## src/hw/rtl/lru_ol_pkg.sv

```systemverilog
package lru_ol_pkg;

    localparam int ENTRIES   = 16;
    localparam int SLOT_BITS = 4;
    localparam int TAG_BITS  = 32;
    localparam int CNT_BITS  = 5;
    localparam int CAP_BITS  = 5;

    localparam logic [CAP_BITS-1:0] CAP_RESET = CAP_BITS'(ENTRIES);

    typedef logic [SLOT_BITS-1:0] slot_t;
    typedef logic [CNT_BITS-1:0]  count_t;

    typedef enum logic [1:0] {
        ACT_INSERT = 2'd0,
        ACT_TOUCH  = 2'd1,
        ACT_EVICT  = 2'd2,
        ACT_REMOVE = 2'd3
    } action_t;

    typedef enum logic [1:0] {
        STAT_OK      = 2'd0,
        STAT_EMPTY   = 2'd1,
        STAT_MISSING = 2'd2
    } status_t;

    // One write per link table per cycle
    typedef struct packed {
        logic  next_we;
        slot_t next_addr;
        slot_t next_data;
        logic  prev_we;
        slot_t prev_addr;
        slot_t prev_data;
    } link_wr_t;

    // Lowest slot whose valid bit is clear
    function automatic slot_t lowest_free(input logic [ENTRIES-1:0] valid);
        slot_t s;
        s = '0;
        for (int i = ENTRIES - 1; i >= 0; i--) begin
            if (!valid[i]) begin
                s = slot_t'(i);
            end
        end
        return s;
    endfunction

endpackage

```

## src/hw/rtl/lru_order_list.sv

```systemverilog
// LRU order list: keeps up to capacity_in_use slots (1..16, 0 acts as 1, larger
// values as 16) in most-recently-used order as a doubly linked list, each slot
// with a 32-bit tag. A request is taken at a clock edge where start is high and
// busy is low. Exactly one result follows per request, shown for one cycle with
// done high; the receiver cannot stall it, so capture it on that cycle. Requests
// that change nothing (empty list, slot not in list, touch of the head) report
// on the next cycle and never raise busy; insert into a list with room passes
// through the link state only, evict and remove through the unlink state only,
// insert that evicts the tail and touch through unlink and then link. The steps
// are set by the link tables: one pass reads the victim's links and
// tag and unlinks it, one pass links the slot at the head, each table taking one
// write per cycle. A new request may be taken on the same cycle that done is
// high. Write capacity_in_use on the cfg channel only while the block is idle;
// cfg_ready is always high.
module lru_order_list
    import lru_ol_pkg::*;
(
    input  logic                clk,
    input  logic                rst_n,
    // request transaction
    input  logic                start,
    output logic                busy,
    input  logic [1:0]          action,
    input  logic [SLOT_BITS-1:0] target_slot,
    input  logic [TAG_BITS-1:0] new_tag,
    // configuration
    input  logic                cfg_valid,
    output logic                cfg_ready,
    input  logic [CAP_BITS-1:0] cfg_data,
    // result transaction
    output logic                done,
    output logic [1:0]          status,
    output logic [SLOT_BITS-1:0] result_slot,
    output logic                evicted,
    output logic [TAG_BITS-1:0] old_tag,
    output logic [SLOT_BITS-1:0] head_now,
    output logic [SLOT_BITS-1:0] tail_now,
    output logic [CNT_BITS-1:0] count_now
);

    typedef enum logic [2:0] {
        S_IDLE   = 3'b001,
        S_UNLINK = 3'b010,
        S_LINK   = 3'b100
    } state_t;

    state_t                state_reg,   state_next;
    action_t               act_reg,     act_next;
    slot_t                 slot_reg,    slot_next;
    logic [TAG_BITS-1:0]   tag_in_reg,  tag_in_next;
    logic                  evict_reg,   evict_next;
    logic [TAG_BITS-1:0]   old_tag_reg, old_tag_next;
    logic [CAP_BITS-1:0]   cap_reg,     cap_next;
    slot_t                 head_reg,    head_next;
    slot_t                 tail_reg,    tail_next;
    count_t                count_reg,   count_next;
    logic [ENTRIES-1:0]    valid_reg,   valid_next;

    // result registers
    logic                  done_reg,    done_next;
    status_t               stat_o_reg,  stat_o_next;
    slot_t                 slot_o_reg,  slot_o_next;
    logic                  ev_o_reg,    ev_o_next;
    logic [TAG_BITS-1:0]   tag_o_reg,   tag_o_next;
    slot_t                 head_o_reg,  head_o_next;
    slot_t                 tail_o_reg,  tail_o_next;
    count_t                count_o_reg, count_o_next;

    logic [TAG_BITS-1:0]   tag_mem [ENTRIES];
    logic [TAG_BITS-1:0]   tag_rd_reg;
    logic                  tag_we;
    slot_t                 tag_waddr;

    link_wr_t              link_wr;
    slot_t                 rd_addr;
    slot_t                 next_rd;
    slot_t                 prev_rd;

    action_t               act_in;
    logic                  accept;
    count_t                eff_cap;
    logic                  full;
    slot_t                 link_slot;

    logic                  fin;
    status_t               fin_stat;
    slot_t                 fin_slot;
    logic                  fin_ev;
    logic [TAG_BITS-1:0]   fin_tag;

    assign busy      = (state_reg != S_IDLE);
    assign accept    = start && !busy;
    assign cfg_ready = 1'b1;
    assign act_in    = action_t'(action);

    // Effective capacity: clamp to 1..ENTRIES
    always_comb
    begin
        if (cap_reg == '0)
        begin
            eff_cap = count_t'(1);
        end
        else if (CNT_BITS'(cap_reg) > count_t'(ENTRIES))
        begin
            eff_cap = count_t'(ENTRIES);
        end
        else
        begin
            eff_cap = CNT_BITS'(cap_reg);
        end
    end

    assign full = (count_reg >= eff_cap) && (count_reg != '0);

    // Victim for insert and evict is the tail, else the named slot
    assign rd_addr = (act_in == ACT_INSERT || act_in == ACT_EVICT) ? tail_reg : target_slot;

    assign link_slot = (act_reg == ACT_INSERT) ? lowest_free(valid_reg) : slot_reg;

    lru_ol_links u_links (
        .clk     (clk),
        .wr      (link_wr),
        .rd_addr (rd_addr),
        .next_rd (next_rd),
        .prev_rd (prev_rd)
    );

    // Tag store, registered read
    always_ff @(posedge clk)
    begin
        if (tag_we)
        begin
            tag_mem[tag_waddr] <= tag_in_reg;
        end
        tag_rd_reg <= tag_mem[rd_addr];
    end

    always_comb
    begin
        state_next   = state_reg;
        act_next     = act_reg;
        slot_next    = slot_reg;
        tag_in_next  = tag_in_reg;
        evict_next   = evict_reg;
        old_tag_next = old_tag_reg;
        cap_next     = cap_reg;
        head_next    = head_reg;
        tail_next    = tail_reg;
        count_next   = count_reg;
        valid_next   = valid_reg;
        link_wr      = '0;
        tag_we       = 1'b0;
        tag_waddr    = link_slot;
        fin          = 1'b0;
        fin_stat     = STAT_OK;
        fin_slot     = '0;
        fin_ev       = 1'b0;
        fin_tag      = '0;

        if (cfg_valid && cfg_ready)
        begin
            cap_next = cfg_data;
        end

        unique case (state_reg)
            S_IDLE:
            begin
                if (accept)
                begin
                    act_next    = act_in;
                    slot_next   = rd_addr;
                    tag_in_next = new_tag;
                    evict_next  = (act_in == ACT_INSERT) && full;
                    unique case (act_in) inside
                        ACT_INSERT:
                        begin
                            state_next = full ? S_UNLINK : S_LINK;
                        end
                        ACT_EVICT:
                        begin
                            if (count_reg == '0)
                            begin
                                fin      = 1'b1;
                                fin_stat = STAT_EMPTY;
                            end
                            else
                            begin
                                state_next = S_UNLINK;
                            end
                        end
                        ACT_TOUCH, ACT_REMOVE:
                        begin
                            fin_slot = target_slot;
                            if (count_reg == '0)
                            begin
                                fin      = 1'b1;
                                fin_stat = STAT_EMPTY;
                            end
                            else if (!valid_reg[target_slot])
                            begin
                                fin      = 1'b1;
                                fin_stat = STAT_MISSING;
                            end
                            else if (act_in == ACT_TOUCH && target_slot == head_reg)
                            begin
                                fin = 1'b1;
                            end
                            else
                            begin
                                state_next = S_UNLINK;
                            end
                        end
                        default:
                        begin
                            state_next = S_IDLE;
                        end
                    endcase
                end
            end

            S_UNLINK:
            begin
                // Drop the victim from the chain
                if (count_reg <= count_t'(1))
                begin
                    head_next = '0;
                    tail_next = '0;
                end
                else if (slot_reg == head_reg)
                begin
                    head_next = next_rd;
                end
                else if (slot_reg == tail_reg)
                begin
                    tail_next = prev_rd;
                end
                else
                begin
                    link_wr.next_we   = 1'b1;
                    link_wr.next_addr = prev_rd;
                    link_wr.next_data = next_rd;
                    link_wr.prev_we   = 1'b1;
                    link_wr.prev_addr = next_rd;
                    link_wr.prev_data = prev_rd;
                end
                valid_next[slot_reg] = 1'b0;
                count_next           = count_reg - count_t'(1);
                old_tag_next         = tag_rd_reg;
                if (act_reg == ACT_INSERT || act_reg == ACT_TOUCH)
                begin
                    state_next = S_LINK;
                end
                else
                begin
                    state_next = S_IDLE;
                    fin        = 1'b1;
                    fin_slot   = slot_reg;
                    fin_ev     = 1'b1;
                    fin_tag    = tag_rd_reg;
                end
            end

            S_LINK:
            begin
                // Put the slot at the head
                if (count_reg == '0)
                begin
                    head_next = link_slot;
                    tail_next = link_slot;
                end
                else
                begin
                    link_wr.next_we   = 1'b1;
                    link_wr.next_addr = link_slot;
                    link_wr.next_data = head_reg;
                    link_wr.prev_we   = 1'b1;
                    link_wr.prev_addr = head_reg;
                    link_wr.prev_data = link_slot;
                    head_next         = link_slot;
                end
                valid_next[link_slot] = 1'b1;
                count_next            = count_reg + count_t'(1);
                tag_we                = (act_reg == ACT_INSERT);
                state_next            = S_IDLE;
                fin                   = 1'b1;
                fin_slot              = link_slot;
                fin_ev                = evict_reg;
                fin_tag               = evict_reg ? old_tag_reg : '0;
            end

            default:
            begin
                state_next = S_IDLE;
            end
        endcase

        // Load the result from the state after the step
        done_next    = fin;
        stat_o_next  = stat_o_reg;
        slot_o_next  = slot_o_reg;
        ev_o_next    = ev_o_reg;
        tag_o_next   = tag_o_reg;
        head_o_next  = head_o_reg;
        tail_o_next  = tail_o_reg;
        count_o_next = count_o_reg;
        if (fin)
        begin
            stat_o_next  = fin_stat;
            slot_o_next  = fin_slot;
            ev_o_next    = fin_ev;
            tag_o_next   = fin_tag;
            head_o_next  = (count_next != '0) ? head_next : '0;
            tail_o_next  = (count_next != '0) ? tail_next : '0;
            count_o_next = count_next;
        end
    end

    always_ff @(posedge clk or negedge rst_n)
    begin
        if (!rst_n)
        begin
            state_reg <= S_IDLE;
            cap_reg   <= CAP_RESET;
            head_reg  <= '0;
            tail_reg  <= '0;
            count_reg <= '0;
            valid_reg <= '0;
            done_reg  <= 1'b0;
        end
        else
        begin
            state_reg <= state_next;
            cap_reg   <= cap_next;
            head_reg  <= head_next;
            tail_reg  <= tail_next;
            count_reg <= count_next;
            valid_reg <= valid_next;
            done_reg  <= done_next;
        end
    end

    // Request and result payload, no reset needed
    always_ff @(posedge clk)
    begin
        act_reg     <= act_next;
        slot_reg    <= slot_next;
        tag_in_reg  <= tag_in_next;
        evict_reg   <= evict_next;
        old_tag_reg <= old_tag_next;
        stat_o_reg  <= stat_o_next;
        slot_o_reg  <= slot_o_next;
        ev_o_reg    <= ev_o_next;
        tag_o_reg   <= tag_o_next;
        head_o_reg  <= head_o_next;
        tail_o_reg  <= tail_o_next;
        count_o_reg <= count_o_next;
    end

    assign done        = done_reg;
    assign status      = stat_o_reg;
    assign result_slot = slot_o_reg;
    assign evicted     = ev_o_reg;
    assign old_tag     = tag_o_reg;
    assign head_now    = head_o_reg;
    assign tail_now    = tail_o_reg;
    assign count_now   = count_o_reg;

    // Valid bits and the entry count must agree
    a_count_matches_valid: assert property (@(posedge clk) disable iff (!rst_n)
        $countones(valid_reg) == count_reg)
        else $error("entry count disagrees with valid bits");

    a_count_bound: assert property (@(posedge clk) disable iff (!rst_n)
        count_reg <= count_t'(ENTRIES))
        else $error("entry count above table size");

    a_empty_ends: assert property (@(posedge clk) disable iff (!rst_n)
        count_reg == '0 |-> head_reg == '0 && tail_reg == '0)
        else $error("empty list with nonzero head or tail");

    a_accept_progress: assert property (@(posedge clk) disable iff (!rst_n)
        accept |=> done_reg || busy)
        else $error("accepted request neither finished nor in progress");

    a_link_finishes: assert property (@(posedge clk) disable iff (!rst_n)
        state_reg == S_LINK |=> done_reg && state_reg == S_IDLE)
        else $error("link pass did not complete the request");

endmodule

```

## src/hw/rtl/lru_ol_links.sv

```systemverilog
module lru_ol_links
    import lru_ol_pkg::*;
(
    input  logic     clk,
    input  link_wr_t wr,
    input  slot_t    rd_addr,
    output slot_t    next_rd,
    output slot_t    prev_rd
);

    slot_t next_mem [ENTRIES];
    slot_t prev_mem [ENTRIES];
    slot_t next_rd_reg;
    slot_t prev_rd_reg;

    // Write when enabled, read registered; a read of a written address sees the old data
    always_ff @(posedge clk)
    begin
        if (wr.next_we)
        begin
            next_mem[wr.next_addr] <= wr.next_data;
        end
        next_rd_reg <= next_mem[rd_addr];
    end

    always_ff @(posedge clk)
    begin
        if (wr.prev_we)
        begin
            prev_mem[wr.prev_addr] <= wr.prev_data;
        end
        prev_rd_reg <= prev_mem[rd_addr];
    end

    assign next_rd = next_rd_reg;
    assign prev_rd = prev_rd_reg;

endmodule
```

## config.mk

```make
export PLATFORM = sky130hd
export DESIGN_NAME = lru_order_list
export DESIGN_NICKNAME = d
export VERILOG_FILES = /design/src/hw/rtl/lru_ol_pkg.sv /design/src/hw/rtl/lru_order_list.sv /design/src/hw/rtl/lru_ol_links.sv
export SDC_FILE = /design/constraint.sdc
export NUM_CORES = 1
export LEC_CHECK = 0
export ABC_AREA = 0
export BUFFER_PORTS_ARGS = -buffer_cell sky130_fd_sc_hd__buf_2
export CAP_MARGIN = 0
export CORE_MARGIN = 3
export CORE_UTILIZATION = 46
export CTS_CLUSTER_SIZE = 8
export DETAILED_ROUTE_END_ITERATION = 8
export PLACE_DENSITY = 0.74
export SYNTH_ARGS = -nofsm -noshare
export SYNTH_HDL_FRONTEND = slang
export SYNTH_SLANG_ARGS = --single-unit
```

## constraint.sdc

```tcl
create_clock -name clk -period 4.8 [get_ports clk]
set_clock_uncertainty 0.05 [all_clocks]
set_input_delay 0.96 -clock clk [delete_from_list [all_inputs] [get_ports clk]]
set_output_delay 0.96 -clock clk [all_outputs]
set_load 0.02 [all_outputs]
```

==> Word level (Yosys, flattened, before mapping) <==
Memories as Yosys holds them, arrays and structs flattened. A register that Yosys moved wholly into a read port is not among the register bits.
Index checks and enable logic that the tools add are counted.
{ "totals": {"ramBits": 640, "regBits": 161, "inputBits": 47, "memories": 3, "out_inout_bits": 55, "wordCells": 147} }
{ "classes": {"mux": 77, "n_reduce_logical": 19, "n_eq_ne": 16, "n_lt_le_gt_ge": 8, "bitwise_logic": 3, "n_addsub": 2} }
{ "memory_table": {"columns": ["name", "depth", "word_bits", "rd", "rd_ports_with_merged_regs", "write_ports", "line", "text"], "rows": [
  ["tag_mem", 16, 32, 1, 1, 1, "lru_order_list.sv:69", "logic [TAG_BITS-1:0] tag_mem [ENTRIES];"],
  ["u_links.next_mem", 16, 4, 1, 1, 1, "lru_ol_links.sv:11", "slot_t next_mem [ENTRIES];"],
  ["u_links.prev_mem", 16, 4, 1, 1, 1, "lru_ol_links.sv:12", "slot_t prev_mem [ENTRIES];"]
]} }
{ "ops": {"columns": ["cell", "count"], "rows": [
  ["$mux W4", 27],
  ["$mux W18", 4],
  ["$mux W32", 2],
  ["$pmux W32 S2", 1],
  ["$pmux W18 S2", 1],
  ["$pmux W16 S2", 1],
  ["$mux W3", 7],
  ["$mux W1", 17],
  ["$and A16 B16 Y16", 1],
  ["$not A16 Y16", 1],
  ["$or A16 B16 Y16", 1],
  ["$pmux W4 S2", 2],
  ["$lt A4 B5 Y1 const B", 3],
  ["$eq A4 B4 Y1", 3],
  ["$ne A3 B3 Y1 const B", 4],
  ["$pmux W4 S3", 1],
  ["$logic_not A5 Y1", 2],
  ["$mux W5", 2],
  ["$pmux W5 S2", 1],
  ["$reduce_bool A5 Y1", 2],
  ["$pmux W3 S3", 1],
  ["$demux W1 S4", 2],
  ["$ge A4 B1 Y1 const B", 2],
  ["$logic_and A1 B1 Y1", 6],
  ["other kinds (25)", 31]
]} }

==> Longest topological paths before layout <==
Gate-level depths: netlist of the first run.
{ "logic_depth": {"word_depth": 23, "ltp_mapped": 10, "mapped_depth_nobuf": 10} }

==> Cells and area by module <==
Synthesis of the first run repeated with hierarchy kept, for this count alone.
{ "unflattened": {"hier_cells": 2299, "hier_area_um2": 32692.6} }
{ "by_module_without_submodules": {"columns": ["module", "n_inst", "area_each_um2", "cells_per_inst"], "rows": [
  ["lru_order_list", 1, 27435.1, 2047],
  ["lru_ol_links", 1, 5257.5, 252]
]} }

==> Worst setup path before layout of the first run <==
No wires, ideal clock.
{ "synth_timing": {"path_kind": "register to register", "start": "reg act_reg[1]", "end": "mem tag_mem[1][0] (enable)", "synth_period_minus_slack_ps": 5229, "path_stages_with_launch": 6, "arrival_ps": 4677, "setup_slack_ps": -429, "setup_time_ps": 502, "t_required_ps": 4248, "cell_sequence": "edfxtp_1 -> or2_2 -> a22o_1 -> or2_2 -> clkbuf_1 -> nor4_1"} }
{ "synth_via": {"elab_chain_len": 4, "elab_cells_between_ends": 5, "cone_classes": "mux (4); reduce/logical (1)"} }
{ "synth_rtl": {"columns": ["element", "line", "text"], "rows": [
  ["start: declaration", "lru_order_list.sv:48", "action_t act_reg, act_next;"],
  ["start signal: assignment", "lru_order_list.sv:345", "act_reg <= act_next;"],
  ["$logic_not A2 Y1 *", "lru_order_list.sv:118, lru_order_list.sv:283", null],
  ["$mux W1", "lru_order_list.sv:165", "unique case (state_reg)"],
  ["$mux W1", "lru_order_list.sv:131", "if (tag_we)"],
  ["$mux W1 (not written as such)", "lru_order_list.sv:133", "tag_mem[tag_waddr] <= tag_in_reg;"],
  ["end: declaration", "lru_order_list.sv:69", null]
]} }
Mark *: on every way between the ends. The rest lies on a longest branch, timed or not.

==> Worst setup path after layout of the first run <==
{ "layout_timing": {"start": "reg act_reg[1]", "end": "mem tag_mem[6][0] (enable)"} }
Same word-level chain as after synthesis.

==> impl_metrics.toml, run 1 <==
[outcome]
status = "completed"

[setup_path]
cp_slowest_cell = "nor2_4"
criticalPathCategory = "flop to flop"
endpoint_kind = "flop"
cp_common_cell = "nand2_1"
max_stage_delay_ps = 810
critPathBufInv = 1
path_cells = "or2_2, nand2_1, o21ai_0, a21oi_1, nand2_1, nor2_4, buf_4"
arrival_ps = 3970
crit_required_ps = 5130
crit_fanout = 17
critPathTopFamily = "simple AND/OR/NAND/NOR gates"
cp-start-kind = "flop"

[synthesis]
ys_async_sr_fraction = 0.0452
syn_nets = 1783
netlist_area_um2 = 32400
synth_enable_flop_cells = 763
yosys_warnings = 0
ys_ff_latch = 841
synth.avg_cell_area_um2 = 18.8
synth_ff_type = "edfxtp_1"
postSynthCellCount = 1728
ys_seq_area_frac = 0.761
synth_cell_type_count = 75

[drt]
ant_nets = 0
wl_um = 75400
routedWlPerCell_um = 25.8
vias_per_cell = 5.96
route.detailed.drc = 0
vias = 17500
drtIter0Drc = 2309
drt-pass1-iter-count = 8

[run]
maxCapViolations = 0

[clock_network]
cts_setup_buffers = 0
cts_root_buf = "clkbuf_16"
clk_latency_ps = 660
cts_hold_buf = 0
cts_sinks = 841
cts_made_buffers = 115
cts-htree-levels = 3
cts_tree = "done"
clk_path_buf_depth = 3
ctsResizeCount = 0
cts.reportedPaths.clkPinSlew_ps = 60

[sta]
worstMarginPinSlew_ps = 1260
fin_crit_ps = 3640
rsz0062_at_grt = "no"
finalMaxSlewViolations = 0
slew_headroom = 0.156
final-hold-violation-count = 0
min_period_over_period = 0.758
report.final.setup_viol = 0
fmaxAchievable_mhz = 275
fin_tns_setup_ps = 0
setup_ws_ps = 1160

[placed_design]
gp_congestion = 0.885
place_area_um2 = 34100
preCtsSetupSlack_ps = 1220
dpl.hpwl_um = 40500
portBuffers = 100
dp.cells = 2712

[floorplan]
core-area_um2 = 69200
rows = 96
chipHeight_um = 271
top_level_ports = 102
die_area_um2 = 73700
initial_core_util = 0.469
dieWidth_um = 271

[finish]
final_common_cell = "edfxtp_1"
final_area_um2 = 37600
fin_util = 0.543
area_growth_pct = 15.9
largest_register_ffs = 512
most-common-layout-cells = "edfxtp_1 (763), nand2_1 (211), mux4_2 (165), clkbuf_16 (118), buf_2 (100)"
fill_cells = 5150
drive_gt1_frac = 0.241
fin_nets = 1953
diodes = 0
final_cells = 2927
largest-register = "tag_mem"

[power_and_ir_drop]
peakVddDrop_mv = 0.315
cellPowerDensity_nw_per_um2 = 527
leakage_nw = 12.7

[global_route]
antenna_found_initial = 2
grt_overflow = 0
grt_max_degree = 67
first_global_vias = 18100
grt_pass1_wl_um = 114000
grt_use_total = 0.205

[min_path]
hp-class = "flop to flop"
where the power goes:
part	internal, mW	switching [mW]	total (mW)	leakage (nW)
combinational	1.09	1.70	2.79	3.21
sequential	8.86	0.614	9.48	7.85
clock	4.59	2.97	7.55	1.62
total	14.5	5.28	19.8	12.7
final cells by class:
class	count	area (µm²)	share of cell area
Tap cell	931	1160	0.0310
Multi-Input combinational cell	785	7400	0.197
Sequential cell	841	24700	0.656
Inverter	16	61.3	0.00163
Timing Repair Buffer	139	856	0.0228
Clock inverter	6	140	0.00373
Clock buffer	209	3290	0.0877
cells by family (layout without fill, tap and decap cells):
family / Yosys count / after routing / share of synthesized area
buffers and inverters: 102 / 370 / 0.0160
and+or+nand+nor: 393 / 393 / 0.0559
other: 1 / 1 / 0.000116
xor gates and xnor gates: 16 / 16 / 0.00478
AOI/OAI and AO/OA: 193 / 193 / 0.0414
DFF: 841 / 841 / 0.761
adders and majority gates: 8 / 8 / 0.00309
muxes: 174 / 174 / 0.118
metal layers:
metal / routed length, µm / GRT usage
met4: 2280 / 0.0792
met3: 6910 / 0.0420
met2: 37200 / 0.334
met5: 0 / 0
met1: 29100 / 0.274
Yosys cell counts, drive strengths merged (6+ instances only):
cell    number  area, µm²
nand3        8       40.0
mux4       165       3720
a31oi       45        282
o21ai       43        215
a21o         8       70.1
ha           8        100
xnor2       11        111
clkbuf      30        114
edfxtp     763      22900
a221o        6       60.1
a22o        33        289
a21oi       17       85.1
dfrtp       36        901
dfxtp       40        801
buf         56        345
nand2b       6       37.5
and3        45        284
nand2      214        811
nor3        18        106
inv         16       60.1
or2          6       37.5
nor2        65        244
nand4        9       56.3
final timing paths:
kind / start / end / slack, ps / depth (start not counted)
setup reg to reg: act_reg[1] / tag_mem[6][0] / 1160 / 7
hold reg to reg: tag_rd_reg[3] / old_tag_reg[3] / 380 / 0
setup / recovery: act_reg[1] / tag_mem[6][0] / 1160 / 7
min in group asynchronous: rst_n / tail_reg[2] / 390 / 1
hold / removal: tag_rd_reg[3] / old_tag_reg[3] / 380 / 0
max in group asynchronous: rst_n / valid_reg[11] / 3730 / 1
through the flow:
step	hold WS [ps]	power (mW)
floorplan	359	11.4
global placement	365	12.3
detailed placement	368	12.4
CTS	372	19.9
global route	380	20.5
finish	376	19.8
No activity file was read; power rests on OpenSTA's default activity.
==> run 2, diff against run 1 <==
--- a/config.mk
+++ b/config.mk
@@ -12,7 +12,7 @@
 export CORE_UTILIZATION = 46
 export CTS_CLUSTER_SIZE = 8
 export DETAILED_ROUTE_END_ITERATION = 8
-export PLACE_DENSITY = 0.74
+export PLACE_DENSITY = 0.72
 export SYNTH_ARGS = -nofsm -noshare
 export SYNTH_HDL_FRONTEND = slang
 export SYNTH_SLANG_ARGS = --single-unit
==> constraint.sdc (replaced) <==
create_clock -name clk -period 3.78 [get_ports clk]
set_clock_uncertainty 0.05 [all_clocks]
set_input_delay 0.756 -clock clk [delete_from_list [all_inputs] [get_ports clk]]
set_output_delay 0.756 -clock clk [all_outputs]
set_load 0.02 [all_outputs]
==> impl_metrics.toml, run 2 (synthesis results as in run 1) <==
[outcome]
status = "completed"

[finish]
most-common-layout-cells = "edfxtp_1 (763), nand2_1 (211), mux4_2 (165), clkbuf_16 (115), buf_2 (100)"
area_growth_pct = 16.8
seq_area_um2 = 24700
final_common_cell = "edfxtp_1"
drive_gt1_frac = 0.247
diodes = 0
fill_cells = 5193
largest-register = "tag_mem"
fin_nets = 1968
multiInputGateArea_um2 = 7430
largest_register_ffs = 512
final_area_um2 = 37900
final_cells = 2946

[sta]
whs_ps = 187
fin_crit_ps = 3090
finalMaxSlewViolations = 0
min_period_over_period = 0.819
final-hold-violation-count = 0
slew_headroom = 0.414
report.final.setup_viol = 0
worstMarginPinSlew_ps = 879
fmaxAchievable_mhz = 323
rsz0062_at_grt = "no"

[setup_path]
crit_fanout = 14
cp-start-kind = "flop"
path_cells = "inv_1, ha_1, o21bai_1, a21o_4, nor3_4, a32oi_1, nor3_1"
critPathBufInv = 1
critPathTopFamily = "simple AND/OR/NAND/NOR gates"
max_stage_delay_ps = 690
arrival_ps = 3320
criticalPathCategory = "flop to flop"
crit_required_ps = 4000
endpoint_kind = "flop"
cp_slowest_cell = "nor3_1"

[drt]
wl_um = 72900
ant_nets = 0
drtIter0Drc = 1957
vias_per_cell = 5.83
drt-pass1-iter-count = 6
route.detailed.drc = 0
vias = 17200
routedWlPerCell_um = 24.7

[global_route]
grt_overflow = 0
grt_max_degree = 82
grt_use_total = 0.199
antenna_found_initial = 1
first_global_vias = 17900
grt_pass1_wl_um = 111000

[clock_network]
cts.reportedPaths.clkPinSlew_ps = 50
cts-htree-levels = 3
cts_setup_buffers = 0
cts_root_buf = "clkbuf_16"
clk_latency_ps = 650
cts_hold_buf = 0
ctsResizeCount = 0
cts_tree = "done"
cts_sinks = 841
cts_made_buffers = 115
clk_path_buf_depth = 3

[placed_design]
place_area_um2 = 34500
gp_congestion = 0.849
dp.cells = 2727
portBuffers = 100
dpl.hpwl_um = 40500

[min_path]
hp-class = "input port to asynchronous set/reset pin"

[floorplan]
die_area_um2 = 73700
dieWidth_um = 271
chipHeight_um = 271
core-area_um2 = 69200
initial_core_util = 0.469
top_level_ports = 102
rows = 96

[power_and_ir_drop]
peakVddDrop_mv = 0.448
leakage_nw = 12.8
cellPowerDensity_nw_per_um2 = 661

[run]
maxCapViolations = 0
-- run 2: area by class of cell --
cell class | instances | area share
clock buffer | 212 | 0.0856
clock inverter | 7 | 0.00287
inverter | 16 | 0.00159
multi-input combinational | 785 | 0.196
sequential | 841 | 0.651
tap | 931 | 0.0308
timing repair buffer | 154 | 0.0315
-- run 2: power by group --
part	internal, mW	switching, mW	leakage (nW)
combinational	1.46	2.15	3.37
sequential	11.2	0.805	7.85
clock	5.71	3.66	1.58
total	18.4	6.61	12.8
-- run 2: worst paths after layout --
check                      slack (ps)      startpoint                       to  depth (start not counted)
setup reg to reg                  690    count_reg[1]  u_links.next_mem[12][2]                          7
hold / removal                    190           rst_n             count_reg[1]                          1
setup / recovery                  690    count_reg[1]  u_links.next_mem[12][2]                          7
max in group asynchronous        2920           rst_n            valid_reg[14]                          1
hold reg to reg                   390  tag_rd_reg[21]          old_tag_reg[21]                          0
min in group clk                  230     new_tag[28]           tag_in_reg[28]                          1
-- run 2: worst register-to-register path, cell delays in order, from the launching register on --
cell and delay (ps):
dfrtp_1 530, inv_1 120, ha_1 190, o21bai_1 160, a21o_4 260, nor3_4 430, a32oi_1 280, nor3_1 690
-- run 2: routing by layer --
metal	vias to the layer above	wire [µm]	track usage
met5	-	0	0
met4	0	1600	0.0641
met3	116	5220	0.0294
met2	729	36200	0.328
met1	8989	29900	0.277
li1	7332	-	-
-- run 2: stage by stage --
step	util	worst slack, ps	setup TNS, ps	power (mW)
final	0.547	686	0	25.0
after CTS	0.547	702	0	25.2
after global routing	0.547	483	0	26.0
after global placement	0.499	639	0	15.7
after floorplan	-	-634	-67580	14.5
after detailed placement	0.499	587	0	15.8
